<file path="src/sv/rfsc_pkg.sv">
// Shared types and constants of the stack calculator.
package rfsc_pkg;

    localparam int unsigned DEPTH_DEFAULT = 64;
    localparam logic [6:0] CAP_RESET = 7'd64;
    localparam logic [31:0] CANON_NAN = 32'h7FC0_0000;
    localparam logic [5:0] DIV_LAST_STEP = 6'd48;

    typedef enum logic [3:0] {
        ACT_PUSH  = 4'd0,
        ACT_ADD   = 4'd1,
        ACT_SUB   = 4'd2,
        ACT_MUL   = 4'd3,
        ACT_DIV   = 4'd4,
        ACT_NEG   = 4'd5,
        ACT_SWAP  = 4'd6,
        ACT_DUP   = 4'd7,
        ACT_DROP  = 4'd8,
        ACT_CLEAR = 4'd9
    } act_t;

    typedef enum logic [1:0] {
        ST_OK       = 2'd0,
        ST_FULL     = 2'd1,
        ST_FEW_OPS  = 2'd2,
        ST_DIV_ZERO = 2'd3
    } stat_t;

    typedef enum logic [1:0] {
        FOP_ADD = 2'd0,
        FOP_SUB = 2'd1,
        FOP_MUL = 2'd2,
        FOP_DIV = 2'd3
    } fop_t;

    typedef struct packed {
        logic start;
        fop_t op;
    } fpu_req_t;

    typedef enum logic [2:0] {
        F_IDLE,
        F_PRE,
        F_DIV,
        F_NORM,
        F_DONE
    } fst_t;

    typedef enum logic [2:0] {
        S_IDLE,
        S_EXEC,
        S_WAIT,
        S_SWAP2,
        S_OUT
    } cst_t;

endpackage

</file>
<file path="src/sv/rfsc_fpu.sv">
// Iterative binary32 add, subtract, multiply and divide unit with round to nearest even.
module rfsc_fpu (
    input  logic                clk,
    input  logic                rst_n,
    input  rfsc_pkg::fpu_req_t  req,
    input  logic [31:0]         a,
    input  logic [31:0]         b,
    output logic                done,
    output logic [31:0]         result
);
    import rfsc_pkg::*;

    fst_t               state_reg, state_next;
    logic               sign_reg, sign_next;
    logic signed [11:0] e_reg, e_next;
    logic [49:0]        m_reg, m_next;
    logic [23:0]        ma_reg, ma_next;
    logic [23:0]        mb_reg, mb_next;
    logic [24:0]        rem_reg, rem_next;
    logic [5:0]         cnt_reg, cnt_next;
    logic [31:0]        res_reg, res_next;

    always_ff @(posedge clk or negedge rst_n)
    begin
        if (!rst_n)
        begin
            state_reg <= F_IDLE;
        end
        else
        begin
            state_reg <= state_next;
        end
    end

    always_ff @(posedge clk)
    begin
        sign_reg <= sign_next;
        e_reg    <= e_next;
        m_reg    <= m_next;
        ma_reg   <= ma_next;
        mb_reg   <= mb_next;
        rem_reg  <= rem_next;
        cnt_reg  <= cnt_next;
        res_reg  <= res_next;
    end

    always_comb
    begin
        logic        sa, sb;
        logic [7:0]  xa, xb, xea, xeb;
        logic [22:0] fa, fb;
        logic        a_nan, b_nan, a_inf, b_inf, a_zero, b_zero;
        logic [23:0] mant_a, mant_b;
        logic        a_big;
        logic [7:0]  dshift, e_big;
        logic        s_big;
        logic [49:0] m_big, m_small, m_sh, sum;
        logic        lost;
        logic [47:0] prod;
        logic        ge;
        logic [24:0] rdiff;
        logic [7:0]  ef;
        logic [30:0] packed_r;
        logic        inc;

        state_next = state_reg;
        sign_next  = sign_reg;
        e_next     = e_reg;
        m_next     = m_reg;
        ma_next    = ma_reg;
        mb_next    = mb_reg;
        rem_next   = rem_reg;
        cnt_next   = cnt_reg;
        res_next   = res_reg;

        sa = a[31];
        sb = (req.op == FOP_SUB) ? ~b[31] : b[31];
        xa = a[30:23];
        xb = b[30:23];
        fa = a[22:0];
        fb = b[22:0];
        a_nan  = (xa == 8'hFF) && (fa != '0);
        b_nan  = (xb == 8'hFF) && (fb != '0);
        a_inf  = (xa == 8'hFF) && (fa == '0);
        b_inf  = (xb == 8'hFF) && (fb == '0);
        a_zero = (xa == 8'h00) && (fa == '0);
        b_zero = (xb == 8'h00) && (fb == '0);
        xea    = (xa == 8'h00) ? 8'd1 : xa;
        xeb    = (xb == 8'h00) ? 8'd1 : xb;
        mant_a = {xa != 8'h00, fa};
        mant_b = {xb != 8'h00, fb};

        // Alignment for add and subtract: the operand of larger magnitude stays put.
        a_big   = a[30:0] >= b[30:0];
        e_big   = a_big ? xea : xeb;
        s_big   = a_big ? sa : sb;
        dshift  = a_big ? (xea - xeb) : (xeb - xea);
        m_big   = {1'b0, (a_big ? mant_a : mant_b), 25'b0};
        m_small = {1'b0, (a_big ? mant_b : mant_a), 25'b0};
        m_sh    = m_small >> dshift;
        lost    = (m_sh << dshift) != m_small;
        m_sh    = m_sh | {49'b0, lost};
        sum     = (sa == sb) ? (m_big + m_sh) : (m_big - m_sh);

        prod = mant_a * mant_b;

        ge    = rem_reg >= {1'b0, mb_reg};
        rdiff = ge ? (rem_reg - {1'b0, mb_reg}) : rem_reg;

        ef       = m_reg[48] ? e_reg[7:0] : 8'd0;
        inc      = m_reg[24] & ((|m_reg[23:0]) | m_reg[25]);
        packed_r = {ef, m_reg[47:25]} + {30'b0, inc};

        unique case (state_reg)
            F_IDLE:
            begin
                if (req.start)
                begin
                    state_next = F_DONE;
                    unique case (req.op)
                        FOP_ADD, FOP_SUB:
                        begin
                            if (a_nan || b_nan || (a_inf && b_inf && (sa != sb)))
                                res_next = CANON_NAN;
                            else if (a_inf)
                                res_next = {sa, 8'hFF, 23'b0};
                            else if (b_inf)
                                res_next = {sb, 8'hFF, 23'b0};
                            else if (a_zero && b_zero)
                                res_next = {sa & sb, 31'b0};
                            else if (a_zero)
                                res_next = {sb, b[30:0]};
                            else if (b_zero)
                                res_next = a;
                            else if (sum == '0)
                                res_next = 32'b0;
                            else
                            begin
                                sign_next  = s_big;
                                e_next     = $signed({4'b0, e_big});
                                m_next     = sum;
                                state_next = F_NORM;
                            end
                        end
                        FOP_MUL:
                        begin
                            if (a_nan || b_nan || (a_inf && b_zero) || (b_inf && a_zero))
                                res_next = CANON_NAN;
                            else if (a_inf || b_inf)
                                res_next = {sa ^ sb, 8'hFF, 23'b0};
                            else if (a_zero || b_zero)
                                res_next = {sa ^ sb, 31'b0};
                            else
                            begin
                                sign_next  = sa ^ sb;
                                e_next     = $signed({4'b0, xea}) + $signed({4'b0, xeb})
                                             - 12'sd125;
                                m_next     = {2'b0, prod};
                                state_next = F_NORM;
                            end
                        end
                        FOP_DIV:
                        begin
                            if (a_nan || b_nan || (a_inf && b_inf) || (a_zero && b_zero))
                                res_next = CANON_NAN;
                            else if (a_inf || b_zero)
                                res_next = {sa ^ sb, 8'hFF, 23'b0};
                            else if (a_zero || b_inf)
                                res_next = {sa ^ sb, 31'b0};
                            else
                            begin
                                sign_next  = sa ^ sb;
                                e_next     = $signed({4'b0, xea}) - $signed({4'b0, xeb})
                                             + 12'sd127;
                                ma_next    = mant_a;
                                mb_next    = mant_b;
                                state_next = F_PRE;
                            end
                        end
                        default:
                        begin
                            res_next = CANON_NAN;
                        end
                    endcase
                end
            end
            F_PRE:
            begin
                // Subnormal operands are shifted up one bit a cycle.
                if (ma_reg[23] && mb_reg[23])
                begin
                    rem_next   = {1'b0, ma_reg};
                    m_next     = '0;
                    cnt_next   = '0;
                    state_next = F_DIV;
                end
                else
                begin
                    if (!ma_reg[23])
                    begin
                        ma_next = {ma_reg[22:0], 1'b0};
                    end
                    if (!mb_reg[23])
                    begin
                        mb_next = {mb_reg[22:0], 1'b0};
                    end
                    e_next = e_reg - (ma_reg[23] ? 12'sd0 : 12'sd1)
                                   + (mb_reg[23] ? 12'sd0 : 12'sd1);
                end
            end
            F_DIV:
            begin
                m_next   = {m_reg[48:0], ge};
                rem_next = {rdiff[23:0], 1'b0};
                cnt_next = cnt_reg + 6'd1;
                if (cnt_reg == DIV_LAST_STEP)
                begin
                    m_next[0]  = ge | (rdiff != '0);
                    state_next = F_NORM;
                end
            end
            F_NORM:
            begin
                if (m_reg[49])
                begin
                    m_next = {1'b0, m_reg[49:2], m_reg[1] | m_reg[0]};
                    e_next = e_reg + 12'sd1;
                end
                else if (e_reg < 12'sd1)
                begin
                    if (m_reg[49:1] == '0)
                    begin
                        e_next = 12'sd1;
                    end
                    else
                    begin
                        m_next = {1'b0, m_reg[49:2], m_reg[1] | m_reg[0]};
                        e_next = e_reg + 12'sd1;
                    end
                end
                else if (!m_reg[48] && (e_reg > 12'sd1))
                begin
                    m_next = {m_reg[48:0], 1'b0};
                    e_next = e_reg - 12'sd1;
                end
                else
                begin
                    if (e_reg >= 12'sd255)
                        res_next = {sign_reg, 8'hFF, 23'b0};
                    else
                        res_next = {sign_reg, packed_r};
                    state_next = F_DONE;
                end
            end
            F_DONE:
            begin
                state_next = F_IDLE;
            end
            default:
            begin
                state_next = F_IDLE;
            end
        endcase
    end

    assign done   = (state_reg == F_DONE);
    assign result = res_reg;

endmodule

</file>
<file path="config.mk">
export PLATFORM = sky130hd
export DESIGN_NAME = rfsc_fpu
export DESIGN_NICKNAME = d
export VERILOG_FILES = /design/src/sv/rfsc_pkg.sv /design/src/sv/rfsc_fpu.sv
export SDC_FILE = /design/constraint.sdc
export NUM_CORES = 2
export LEC_CHECK = 0
export BUFFER_PORTS_ARGS = -buffer_cell sky130_fd_sc_hd__buf_4
export CORE_ASPECT_RATIO = 0.75
export CORE_MARGIN = 2
export CORE_UTILIZATION = 50
export DETAILED_ROUTE_END_ITERATION = 8
export PLACE_DENSITY = 0.72
export SYNTH_ARGS = -nofsm -noshare
export SYNTH_HDL_FRONTEND = slang
export SYNTH_SLANG_ARGS = --single-unit
</file>
<file path="constraint.sdc">
create_clock -name clk -period 4.87 [get_ports clk]
set_input_delay 0.2435 -clock clk [delete_from_list [all_inputs] [get_ports clk]]
set_output_delay 0.2435 -clock clk [all_outputs]
set_load 0.01 [all_outputs]
</file>
==> qor.csv, run 1 <==
stage;metric;value;unit
yosys;yosysMostFrequentCell;nand2_1;
global_routing;track_usage;0.701;
placement;port_buffers;101;
yosys;synth_area;0.0473;mm2
global_routing;grt_max_degree;96;
global_routing;grt.overflow.total;79;
yosys;ys_ff_latch;177;
yosys;synth_warnings;0;
yosys;async_reset_ff_frac;0.0169;
timing;worst_endpoint;result[12]$_DFFE_PP_/DE;
yosys;synthTopCellsByArea;fa_1 (21%), edfxtp_1 (11%), ha_1 (9.8%);
clock_network;cts_max_level;4;
yosys;syn_nets;6898;
clock_network;cts_root_buffer;clkbuf_16;
placement;globalplace.congestion;1.20;
die;chipWidth;359;um
placement;post_dp_cell_area;0.0602;mm2
outcome;stop_stage;global routing;
yosys;synth_top_area_share;0.207;
placement;place_inst;8377;
outcome;status;stopped before the end;
yosys;yosys_most_used_dff;edfxtp_1;
timing;worst-ep-kind;register data pin;
outcome;stop_error;[ERROR GRT-0232] Routing congestion too high. Check the congestion heatmap in the GUI.;
yosys;synth_cell_types;125;
yosys;synth_common_cells;nand2_1 (833), inv_1 (687), fa_1 (488);
yosys;synth_edf_count;174;
placement;dp_hpwl;218;mm
yosys;synth_area_per_cell;7.92;um2
yosys;synth_cells;5969;
die;die_height;270;um
die;initial_core_util;0.506;
die;boundaryPins;102;
clock_network;cts_buffers;17;
yosys;synth_area_leader_cell;fa_1;
clock_network;clockBufferDepth;2;
clock_network;cts_sinks;177;
die;rows;97;
yosys;yosysSeqAreaShare;0.112;
[kinds of logic after synthesis]
| logic type | count (synthesis) | synth area share |
|---|---|---|
| multiplexers | 193 | 0.0511 |
| XOR/XNOR | 170 | 0.0341 |
| adder cells (fa/ha/maj) | 860 | 0.305 |
| buffers and inverters | 1128 | 0.0956 |
| AND/OR/NAND/NOR | 2090 | 0.208 |
| AO/OA/AOI/OAI | 1351 | 0.194 |
| flip-flops | 177 | 0.112 |
[per-stage QoR]
step / hold WS [ns] / worst slack (ns) / setup TNS [ns]
floorplan: -0.0521 / -3.42 / -416.75
global placement: 0.0371 / -5.04 / -683.71
detailed placement: 0.0369 / -4.92 / -670.69
CTS: 0.130 / -3.77 / -512.41
[layer usage]
layer | global-route usage | GRT overflow
met4 | 0.541 | 32
met3 | 0.582 | 4
met2 | 0.810 | 42
met5 | 0.317 | 0
met1 | 0.781 | 1
[repair_timing]
item | 4_1_cts
pin swaps | 196
hold endpoints to repair | 3
gates cloned | 25
hold buffers | 1
resized for setup | 587
setup buffers | 200
endpoints found under the setup margin | 172
==> inputs of run 2 (changes only) <==
Settings changed: CORE_ASPECT_RATIO 0.75 to unset, CORE_UTILIZATION 50 to 35, PLACE_DENSITY 0.72 to unset, PLACE_DENSITY_LB_ADDON set to 0.15.
Clock period 4.87 ns to 6.35 ns, I/O delays scaled along.
==> qor.csv, run 2 <==
stage;metric;value;unit;change
clock_network;cts_root_buffer;clkbuf_16;;unchanged
clock_network;cts_tree;done;;
layout;instances_no_fill;9091;;
timing;grt_setup_unrepaired;true;;
placement;globalplace.congestion;1.06;;was 1.20
yosys;synth_area_leader_cell;fa_1;;unchanged
timing;tightest_slew;1.58;ns;
placement;post_dp_cell_area;0.0610;mm2;was 0.0602 mm2
yosys;yosysMostFrequentCell;nand2_1;;unchanged
detailed_routing;drc_errors;0;;
global_routing;track_usage;0.406;;
power_and_ir_drop;power_density;660;mW/mm2;
placement;dp_hpwl;232;mm;was 218 mm
layout;largest_reg_flops;50;;
run;maxCapViolCount;1;;
die;initial_core_util;0.354;;was 0.506
detailed_routing;met1_length;119;mm;
timing;layout_setup_ws;-2.47;ns;
yosys;synth_common_cells;nand2_1 (833), inv_1 (687), fa_1 (488);;unchanged
detailed_routing;drtIter0Drc;5959;;
power_and_ir_drop;p_leak;30.3;nW;
setup_path;start_kind;input port;;
yosys;ys_ff_latch;177;;unchanged
outcome;violations;max-capacitance violations, max-slew violations, negative setup slack;;
yosys;yosys_most_used_dff;edfxtp_1;;unchanged
power_and_ir_drop;irDropWorstVdd;0.00146;V;
layout;syn_to_final_growth;38.7;%;
timing;relSlewSlack;-0.0666;;
detailed_routing;dr_wl_met2;120;mm;
setup_path;cp_max_fo;5;;
detailed_routing;post_drt_wl_per_cell;31.3;um;
setup_path;cp.required;6.59;ns;
setup_path;critPathCaptureType;flop;;
die;dieArea;0.138;mm2;
global_routing;grt_max_degree;70;;
layout;nNetsFinal;8227;;
timing;slew_violations;2;;
yosys;yosysSeqAreaShare;0.112;;unchanged
layout;layout_common_cells;buf_4 (1555), nand2_1 (816), inv_1 (672);;
yosys;async_reset_ff_frac;0.0169;;unchanged
detailed_routing;via_per_inst;5.91;;
yosys;syn_nets;6898;;unchanged
global_routing;grt_pass1_vias;52405;;
detailed_routing;met3_length;26.2;mm;
yosys;synth_edf_count;174;;unchanged
die;boundaryPins;102;;unchanged
layout;drive_gt1_frac;0.324;;
clock_network;cts_sinks;177;;unchanged
clock_network;worstSkewPairLatency;0.54;ns;
power_and_ir_drop;p_total;43.3;mW;
detailed_routing;dr.max_layer_used;met5;;
clock_network;cts_buffers;17;;unchanged
min_path;hp-class;in2async;;
timing;period_minus_slack;8.82;ns;
global_routing;grt_pass1_wl;399;mm;
outcome;status;finished, violations left;;was stopped before the end
detailed_routing;ant_nets;0;;
yosys;synth_area_per_cell;7.92;um2;unchanged
clock_network;clockBufferDepth;2;;unchanged
placement;place_inst;8918;;was 8377
global_routing;grt.overflow.total;0;;
yosys;synth_warnings;0;;unchanged
yosys;synth_top_area_share;0.207;;unchanged
die;die_height;372;um;was 270 um
setup_path;slowest_delay;0.64;ns;
layout;mostFrequentLayoutCell;buf_4;;
timing;finalSetupViolations;148;;
yosys;synthTopCellsByArea;fa_1 (21%), edfxtp_1 (11%), ha_1 (9.8%);;unchanged
yosys;synth_cells;5969;;unchanged
detailed_routing;drt_wl_total;285;mm;
timing;fin_skew;0.0295;ns;
setup_path;worstSetupPathType;in2reg;;
timing;fmax;113;MHz;
die;coreArea;0.134;mm2;
clock_network;cts_max_level;4;;unchanged
layout;final_core_util;0.490;;
yosys;synth_area;0.0473;mm2;unchanged
placement;place_ws;-3.52;ns;was -4.92 ns
yosys;synth_cell_types;125;;unchanged
detailed_routing;drt_first_pass_iters;8;;
timing;period_share;1.39;;
placement;port_buffers;101;;unchanged
clock_network;path_clk_slew;0.10;ns;
global_routing;antenna_found_initial;30;;
setup_path;crit_path_frequent_cell;buf_4;;
die;chipWidth;372;um;was 359 um
setup_path;slowest_stage;fa_2;;
layout;finalInstanceArea;0.0656;mm2;
timing;hold_viol_final;0;;
setup_path;arrival;9.06;ns;
die;rows;134;;was 97
detailed_routing;vias;53733;;
run 2: cell type report:
type,count,area [um2]
clock inverters,14,184
clock buffers,18,429
well taps,1768,2210
flip-flops and latches,177,5300
repair buffers,1750,14800
multi-input cells,4664,40100
diodes,12,30.0
inverters,688,2590
fillers,13363,68200
run 2: worst max-delay path, delay by kind of cell:
kind	cells	cell delay, ns
simple gates	15	3.31
xor+xnor	1	0.18
fa+ha+maj	2	0.77
mux	3	1.11
compound gates	6	1.20
buf+inv	15	2.14
run 2: per-stage QoR:
stage	hold slack, ns	setup TNS, ns
finish	0.104	-289.88
global route	0.129	-316.93
CTS	0.0701	-261.10
detailed placement	0.115	-441.18
global placement	0.112	-441.36
floorplan	0.0219	-210.10
run 2: kinds of logic after synthesis:
group / synth area share
simple gates: 0.208
compound gates: 0.194
buf+inv: 0.0956
fa+ha+maj: 0.305
mux: 0.0511
flops: 0.112
xor+xnor: 0.0341
run 2: where the power goes:
group	internal, mW	switching (mW)	leakage (nW)
clock network	0.537	0.644	0.292
registers	2.12	0.513	1.77
logic	18.2	21.2	28.2
total	20.9	22.4	30.3
run 2: what timing repair did:
| action | 4_1_cts | 5_1_grt |
|---|---|---|
| setup buffers | 59 | 73 |
| hold buffers | 1 | 0 |
| resized for setup | 266 | 380 |
| setup endpoints to repair | 148 | 171 |
| gates cloned | 3 | 4 |
| pin swaps | 88 | 133 |
| endpoints found under the hold margin | 3 | 0 |
run 2: final timing paths:
kind,startpoint,end,slack [ns],cells after the start
min in group clk,a[31],sign_reg,0.18,3
min,rst_n,state_reg[0],0.10,2
max in group asynchronous,rst_n,state_reg[1],6.15,2
min reg2reg,ma_reg[0],rem_reg[0],0.56,1
max reg2reg,mb_reg[1],m_reg[0],0.63,28
max,a[25],result[3],-2.47,42
run 2: routing by layer:
metal / vias up / GRT usage
met2: 2798 / 0.606
met3: 655 / 0.0781
met1: 26988 / 0.555
met4: 10 / 0.210
li1: 23282 / -
met5: - / 0
(Power assumes the default switching activity.)
